==> src/dhcsp_pkg.sv <==
// Shared types and constants for the debounced hue classifier and sort pulse block.
package dhcsp_pkg;

    localparam int HUE_W     = 9;
    localparam int COLOR_W   = 2;
    localparam int CONFIRM_W = 10;
    localparam int SORT_W    = 16;
    localparam int TICK_W    = 7;
    localparam int DWELL_W   = 11;
    localparam int IDX_W     = 3;
    localparam int DATA_W    = 16;

    localparam logic [COLOR_W-1:0] COLOR_NONE = 2'd0;
    localparam logic [COLOR_W-1:0] COLOR_RED  = 2'd1;
    localparam logic [COLOR_W-1:0] COLOR_BLUE = 2'd2;

    localparam logic [IDX_W-1:0] REG_ALLIANCE  = 3'd0;
    localparam logic [IDX_W-1:0] REG_CONFIRM   = 3'd1;
    localparam logic [IDX_W-1:0] REG_SORT_TIME = 3'd2;
    localparam logic [IDX_W-1:0] REG_TICK_MS   = 3'd3;
    localparam logic [IDX_W-1:0] REG_BLUE_LOW  = 3'd4;
    localparam logic [IDX_W-1:0] REG_BLUE_HIGH = 3'd5;
    localparam logic [IDX_W-1:0] REG_RED_HIGH  = 3'd6;

    localparam logic [COLOR_W-1:0]   RST_ALLIANCE  = COLOR_NONE;
    localparam logic [CONFIRM_W-1:0] RST_CONFIRM   = 10'd50;
    localparam logic [SORT_W-1:0]    RST_SORT_TIME = 16'd1000;
    localparam logic [TICK_W-1:0]    RST_TICK_MS   = 7'd10;
    localparam logic [HUE_W-1:0]     RST_BLUE_LOW  = 9'd200;
    localparam logic [HUE_W-1:0]     RST_BLUE_HIGH = 9'd250;
    localparam logic [HUE_W-1:0]     RST_RED_HIGH  = 9'd20;

    typedef struct packed {
        logic [COLOR_W-1:0]   alliance_color;
        logic [CONFIRM_W-1:0] confirm_time;
        logic [SORT_W-1:0]    sort_time;
        logic [TICK_W-1:0]    tick_ms;
        logic [HUE_W-1:0]     blue_hue_low;
        logic [HUE_W-1:0]     blue_hue_high;
        logic [HUE_W-1:0]     red_hue_high;
    } cfg_t;

endpackage

==> src/dhcsp_cfg.sv <==
// Configuration register file for the hue classifier.
module dhcsp_cfg
    import dhcsp_pkg::*;
(
    input  logic              clk,
    input  logic              rst_n,
    input  logic              cfg_valid,
    input  logic [IDX_W-1:0]  cfg_index,
    input  logic [DATA_W-1:0] cfg_data,
    output logic              cfg_ready,
    output cfg_t              cfg
);

    cfg_t cfg_reg;
    cfg_t cfg_next;

    assign cfg_ready = 1'b1;
    assign cfg       = cfg_reg;

    always_comb
    begin
        cfg_next = cfg_reg;
        if (cfg_valid)
        begin
            case (cfg_index)
                REG_ALLIANCE:  cfg_next.alliance_color = cfg_data[COLOR_W-1:0];
                REG_CONFIRM:   cfg_next.confirm_time   = cfg_data[CONFIRM_W-1:0];
                REG_SORT_TIME: cfg_next.sort_time      = cfg_data[SORT_W-1:0];
                REG_TICK_MS:   cfg_next.tick_ms        = cfg_data[TICK_W-1:0];
                REG_BLUE_LOW:  cfg_next.blue_hue_low   = cfg_data[HUE_W-1:0];
                REG_BLUE_HIGH: cfg_next.blue_hue_high  = cfg_data[HUE_W-1:0];
                REG_RED_HIGH:  cfg_next.red_hue_high   = cfg_data[HUE_W-1:0];
                default:       cfg_next = cfg_reg;
            endcase
        end
    end

    always_ff @(posedge clk or negedge rst_n)
    begin
        if (!rst_n)
        begin
            cfg_reg.alliance_color <= RST_ALLIANCE;
            cfg_reg.confirm_time   <= RST_CONFIRM;
            cfg_reg.sort_time      <= RST_SORT_TIME;
            cfg_reg.tick_ms        <= RST_TICK_MS;
            cfg_reg.blue_hue_low   <= RST_BLUE_LOW;
            cfg_reg.blue_hue_high  <= RST_BLUE_HIGH;
            cfg_reg.red_hue_high   <= RST_RED_HIGH;
        end
        else
        begin
            cfg_reg <= cfg_next;
        end
    end

endmodule

==> src/dhcsp_update.sv <==
// Dwell timers, latched color and sort pulse state with their per-tick update.
module dhcsp_update
    import dhcsp_pkg::*;
(
    input  logic               clk,
    input  logic               rst_n,
    input  cfg_t               cfg,
    input  logic               fire,
    input  logic [HUE_W-1:0]   hue,
    input  logic               enable,
    output logic [COLOR_W-1:0] detected_color,
    output logic               sorting
);

    logic [DWELL_W-1:0] blue_dwell_reg, blue_dwell_next;
    logic [DWELL_W-1:0] red_dwell_reg, red_dwell_next;
    logic [COLOR_W-1:0] latched_reg, latched_next;
    logic               active_reg, active_next;
    logic [SORT_W-1:0]  elapsed_reg, elapsed_next;

    logic               in_blue;
    logic               in_red;
    logic [DWELL_W-1:0] confirm_ext;
    logic [DWELL_W-1:0] band_dwell;
    logic               band_confirmed;
    logic [DWELL_W-1:0] band_base;
    logic [DWELL_W-1:0] band_sum;
    logic [SORT_W-1:0]  elapsed_base;
    logic [SORT_W:0]    elapsed_sum;

    assign in_blue = (hue > cfg.blue_hue_low) && (hue < cfg.blue_hue_high);
    assign in_red  = (hue < cfg.red_hue_high) && (hue != '0);

    assign confirm_ext    = {{(DWELL_W-CONFIRM_W){1'b0}}, cfg.confirm_time};
    assign band_dwell     = in_blue ? blue_dwell_reg : red_dwell_reg;
    assign band_confirmed = band_dwell >= confirm_ext;
    // Once confirmed the timer is clamped to the confirm time before the tick is added.
    assign band_base      = band_confirmed ? confirm_ext : band_dwell;
    assign band_sum       = band_base + {{(DWELL_W-TICK_W){1'b0}}, cfg.tick_ms};

    always_comb
    begin
        blue_dwell_next = '0;
        red_dwell_next  = '0;
        latched_next    = latched_reg;
        active_next     = active_reg;
        elapsed_next    = elapsed_reg;
        elapsed_base    = elapsed_reg;
        elapsed_sum     = '0;

        if (enable)
        begin
            if (in_blue)
            begin
                blue_dwell_next = band_sum;
                if (band_confirmed)
                    latched_next = COLOR_BLUE;
            end
            else if (in_red)
            begin
                red_dwell_next = band_sum;
                if (band_confirmed)
                    latched_next = COLOR_RED;
            end
            else
            begin
                latched_next = COLOR_NONE;
            end

            if ((latched_next != cfg.alliance_color) && (cfg.alliance_color != COLOR_NONE)
                && (latched_next != COLOR_NONE))
                active_next = 1'b1;

            // The pulse ends with elapsed cleared, yet the tick is still added after it.
            if (active_next)
            begin
                if (elapsed_reg >= cfg.sort_time)
                begin
                    active_next  = 1'b0;
                    elapsed_base = '0;
                end
                elapsed_sum  = {1'b0, elapsed_base} + {{(SORT_W+1-TICK_W){1'b0}}, cfg.tick_ms};
                elapsed_next = elapsed_sum[SORT_W] ? '1 : elapsed_sum[SORT_W-1:0];
            end
        end
        else
        begin
            latched_next = COLOR_NONE;
            active_next  = 1'b0;
            elapsed_next = '0;
        end
    end

    always_ff @(posedge clk or negedge rst_n)
    begin
        if (!rst_n)
        begin
            blue_dwell_reg <= '0;
            red_dwell_reg  <= '0;
            latched_reg    <= COLOR_NONE;
            active_reg     <= 1'b0;
            elapsed_reg    <= '0;
        end
        else if (fire)
        begin
            blue_dwell_reg <= blue_dwell_next;
            red_dwell_reg  <= red_dwell_next;
            latched_reg    <= latched_next;
            active_reg     <= active_next;
            elapsed_reg    <= elapsed_next;
        end
    end

    assign detected_color = latched_reg;
    assign sorting        = active_reg;

    a_disable_clears: assert property (@(posedge clk) disable iff (!rst_n)
        fire && !enable |=> latched_reg == COLOR_NONE && !active_reg && elapsed_reg == '0)
        else $error("disabled tick left state behind");

    a_one_timer: assert property (@(posedge clk) disable iff (!rst_n)
        !(blue_dwell_reg != '0 && red_dwell_reg != '0))
        else $error("both dwell timers running");

    a_hold_idle: assert property (@(posedge clk) disable iff (!rst_n)
        !fire |=> $stable(latched_reg) && $stable(active_reg) && $stable(elapsed_reg))
        else $error("state changed without a tick");

endmodule

==> src/debounced_hue_classifier_sort_pulse_core.sv <==
// Top level of the debounced hue classifier with wrong-color sort pulse.
//
//   channel  direction  handshake             payload
//   in       to block   in_valid / in_stall   hue, enable
//   out      from block out_valid / out_stall detected_color, sorting
//   cfg      to block   cfg_valid / cfg_ready cfg_index, cfg_data
//
// A word is registered on input, then updated into the state registers, which also
// serve as the result register; one word per cycle while the output is not stalled.
// Reset clears the state to no color and no pulse and loads the default registers.
// A stall on the output holds the result and stalls the input once the input register is full.
module debounced_hue_classifier_sort_pulse_core
    import dhcsp_pkg::*;
(
    input  logic               clk,
    input  logic               rst_n,
    input  logic               in_valid,
    output logic               in_stall,
    input  logic [HUE_W-1:0]   hue,
    input  logic               enable,
    output logic               out_valid,
    input  logic               out_stall,
    output logic [COLOR_W-1:0] detected_color,
    output logic               sorting,
    input  logic               cfg_valid,
    output logic               cfg_ready,
    input  logic [IDX_W-1:0]   cfg_index,
    input  logic [DATA_W-1:0]  cfg_data
);

    cfg_t cfg;

    logic             s1_valid_reg, s1_valid_next;
    logic [HUE_W-1:0] s1_hue_reg;
    logic             s1_enable_reg;
    logic             out_valid_reg, out_valid_next;
    logic             out_free;
    logic             fire;
    logic             in_take;

    assign out_free = !out_valid_reg || !out_stall;
    assign fire     = s1_valid_reg && out_free;
    assign in_stall = s1_valid_reg && !out_free;
    assign in_take  = in_valid && !in_stall;

    assign s1_valid_next  = in_take || (s1_valid_reg && !fire);
    assign out_valid_next = fire || (out_valid_reg && out_stall);

    always_ff @(posedge clk or negedge rst_n)
    begin
        if (!rst_n)
        begin
            s1_valid_reg  <= 1'b0;
            out_valid_reg <= 1'b0;
        end
        else
        begin
            s1_valid_reg  <= s1_valid_next;
            out_valid_reg <= out_valid_next;
        end
    end

    always_ff @(posedge clk)
    begin
        if (in_take)
        begin
            s1_hue_reg    <= hue;
            s1_enable_reg <= enable;
        end
    end

    dhcsp_cfg u_cfg (
        .clk       (clk),
        .rst_n     (rst_n),
        .cfg_valid (cfg_valid),
        .cfg_index (cfg_index),
        .cfg_data  (cfg_data),
        .cfg_ready (cfg_ready),
        .cfg       (cfg)
    );

    dhcsp_update u_update (
        .clk            (clk),
        .rst_n          (rst_n),
        .cfg            (cfg),
        .fire           (fire),
        .hue            (s1_hue_reg),
        .enable         (s1_enable_reg),
        .detected_color (detected_color),
        .sorting        (sorting)
    );

    assign out_valid = out_valid_reg;

    a_stall_needs_word: assert property (@(posedge clk) disable iff (!rst_n)
        in_stall |-> s1_valid_reg)
        else $error("input stalled with an empty input register");

    a_s1_holds: assert property (@(posedge clk) disable iff (!rst_n)
        s1_valid_reg && !out_free |=> s1_valid_reg && $stable(s1_hue_reg)
            && $stable(s1_enable_reg))
        else $error("input word lost while output blocked");

    a_out_drains: assert property (@(posedge clk) disable iff (!rst_n)
        out_valid_reg && !out_stall && !s1_valid_reg |=> !out_valid_reg)
        else $error("result repeated after it was taken");

endmodule
==> config.mk <==
export PLATFORM = sky130hd
export DESIGN_NAME = debounced_hue_classifier_sort_pulse_core
export DESIGN_NICKNAME = d
export VERILOG_FILES = /design/src/dhcsp_pkg.sv /design/src/dhcsp_cfg.sv /design/src/dhcsp_update.sv /design/src/debounced_hue_classifier_sort_pulse_core.sv
export SDC_FILE = /design/constraint.sdc
export NUM_CORES = 1
export LEC_CHECK = 0
export BUFFER_PORTS_ARGS = -buffer_cell sky130_fd_sc_hd__buf_2
export CAP_MARGIN = 40
export CORE_MARGIN = 2
export CORE_UTILIZATION = 60
export DETAILED_ROUTE_END_ITERATION = 8
export GPL_TIMING_DRIVEN = 0
export PLACE_DENSITY_LB_ADDON = 0.25
export SLEW_MARGIN = 25
export SYNTH_ARGS = -nofsm -noshare
export SYNTH_HDL_FRONTEND = slang
export SYNTH_HIERARCHICAL = 1
export SYNTH_SLANG_ARGS = --single-unit
==> constraint.sdc <==
create_clock -name clk -period 9.7 [get_ports clk]
set_clock_uncertainty 0.2 [all_clocks]
set_input_delay 0 -clock clk [delete_from_list [all_inputs] [get_ports clk]]
set_output_delay 0 -clock clk [all_outputs]
set_load 0.01 [all_outputs]
==> out/qor.txt <==
Netlist cell types = 72
Worst slew pin tran = 0.692 ns
Number of flip-flops under the largest register name = 62
Cts repair resizes = 0
Leak = 3.97 nW
Register area = 2960 µm²
Clock Tree Buf Depth = 2
Req. time, crit path = 9.76 ns
Worst skew pair latency = 0.42 ns
Crit path largest cell delay = 0.53 ns
Layout Cells excl Fill = 917
Relative slew margins = 0.539
GRT Total Usage = 0.304
Power per Cell Area = 234 nW/µm²
Footprint of the multi-input gates = 3620 µm²
Placer Congestion = 0.887
Largest net degree at the start of global routing = 76
Hold WC Path Type = input pin to flop
Tmin final = 7.61 ns
Mux cell area share after synthesis = 0.130
Hold Path Origin = hue[2]
H-tree depth = 4
Layout Nets = 862
Peak Freq = 0.131 GHz
Setup tns final = 0 ns
Syn_area_per_cell = 10.6 µm²
Die ar. = 12700 µm²
Initial antenna violation count = 0
Worst Setup End Kind = flop
Row Count = 39
Buf+Inv Stages, Crit Path = 6
Reg clk slew, reported paths = 0.06 ns
Crit-path slowest cell = dfstp_2
Drc violations = 0
Die Span X = 113 µm
Max_cap viols = 0
Clk sinks = 115
R2r startpoint = u_cfg/cfg[25]
Vias in the first global route = 5888
Routed vias = 5500
Ys flop type = dfrtp_1
Final hold slack = 0.0996 ns
Post-route design area = 8460 µm²
Ys Warns = 6
Dpl cells = 848
Async SR Flop Fraction = 0.913
Grt total ovfl = 0
FILL cells = 737
Final count of negative-setup-slack endpoints = 0
Status = complete, no violations
Critical path class = flop to flop
RSZ-0062 raised after global routing = false
Crit path arrival time = 7.67 ns
Placed instance area = 7460 µm²
IO buf count = 37
CP Launch Point = u_cfg/cfg[25]
DR pass1 iterations = 5
FF+latch count, synth = 115
Post-synth EDFFs = 10
IO Count = 40
Syn Inst Count = 667
Compound-gate portion of the synthesized area = 0.125
Final wirelength = 18000 µm
Synth Net Count = 768
Max VDD drop = 0.206 mV
Final core utilization = 0.737
Fin worst setup slack = 2.09 ns
CTS tree = built
Total core area = 11500 µm²
Initial Util = 0.616
Chip Height = 113 µm
Area Growth Syn to Fin = 19.7%
Share of post-route cells with drive strength above 1 = 0.235
Pins Over Slew Limit = 0
Setup bufs post-CTS = 0
Wire length per cell = 19.7 µm
Crit Path Max Fanout = 10
Family with the most delay on the worst path = compound AO/OA/AOI/OAI gates
DR vias/cell = 6.00
Total power = 1.98 mW
Crit start category = flop
Fin. Hold Viols = 0
Post-Synthesis Cell Area = 7060 µm²
Setup WS pre-CTS = 2.30 ns
Final period util = 0.784
Most common cell on crit path = nand2_1
Adder-cell share of the synthesized area = 0.121
Area share of xor/xnor cells in the synthesized design = 0.0174
Antenna Nets Post-Route = 0
Post-Synth Simple-Gate Area = 0.119
Seq/Total Area, Yosys = 0.418
Cts bufs inserted = 17
Initial DRC count = 386
Detailed Place HPWL = 12400 µm
First-pass GRT wire length = 29700 µm
Root Buffer = clkbuf_16
Main combinational cell family by area after synthesis = multiplexers
CTS Hold Buffers Added = 36
# diodes = 0
==> layer usage <==
layer	track usage	vias up	part of all wire
li1	-	2559	-
met1	0.369	2736	0.41
met2	0.532	173	0.52
met3	0.0605	32	0.042
met4	0.123	0	0.028
met5	0	-	0
==> cells in the final DEF, fill, tap and decap left out, drive strengths merged, types with 4 or more instances in the layout <==
cell	netlist	layout
mux2i	9	9
inv	90	92
o211ai	7	7
dlygate4sd3	0	35
o2bb2ai	6	6
o221ai	4	4
nor2	29	29
clkbuf	10	30
xnor2	13	13
o21ai	21	21
nor3	9	9
a21o	11	11
nand4	4	4
bufinv	0	4
and3	5	5
nand3	17	17
mux2	69	69
ha	65	65
nor2b	9	9
and2	10	10
nand2	33	33
dfstp	22	22
clkinvlp	0	4
dfrtp	83	83
a21oi	38	38
and4	6	6
edfxtp	10	10
nand2b	9	9
buf	11	51
o22ai	21	21
==> path summary, 6_finish.rpt <==
path | to | slack, ns | depth (start not counted)
worst max-delay path | u_update/red_dwell_reg[8] | 2.09 | 30
worst min-delay path | s1_hue_reg[2] | 0.1 | 2
worst max register to register | u_update/red_dwell_reg[8] | 2.09 | 30
worst min register to register | u_cfg/cfg[45] | 0.29 | 1
max in group asynchronous | u_cfg/cfg[10] | 8.45 | 4
min in group asynchronous | u_update/elapsed_reg[14] | 0.44 | 4
==> area by class of cell <==
class,count,share of cell area
clock inverter,12,0.0215
timing repair buffer,75,0.0703
sequential,115,0.350
multi-input combinational,441,0.429
clock buffer,20,0.0516
inverter,90,0.0400
buffer,21,0.0175
tap,143,0.0212
==> cells by family after synthesis <==
kind of cell	Yosys count
DFF	115
xor gates and xnor gates	14
and+or+nand+nor	148
other	1
buffers and inverters	111
muxes	78
adders and majority gates	67
AOI/OAI and AO/OA	133
==> cell usage after synthesis, types with 4 or more instances <==
library cell,number,area [µm²]
o22ai_1,20,125
nor2b_1,9,56.3
ha_1,65,813
buf_6,5,56.3
mux2i_1,8,80.1
nand2b_1,9,56.3
nand4_1,4,25.0
nand3_1,16,80.1
mux2_2,54,608
mux2_1,5,56.3
dfstp_2,22,578
dfrtp_1,83,2080
edfxtp_1,10,300
xnor2_1,13,114
o2bb2ai_1,6,52.6
clkbuf_1,10,37.5
inv_1,90,338
nor3_1,9,45.0
and2_1,9,56.3
nand2_1,31,116
o211ai_1,6,45.0
a21o_1,10,75.1
nor2_1,29,109
mux2_4,10,150
and4_1,6,52.6
a21oi_1,38,190
and3_1,5,31.3
o21ai_0,20,100
buf_4,4,30.0
o221ai_1,4,35.0
==> power by group <==
part	internal, mW	switching, mW
Sequential	0.597	0.0803
Clock	0.431	0.230
Combinational	0.289	0.353
Total	1.32	0.663
(Power assumes the default switching activity.)
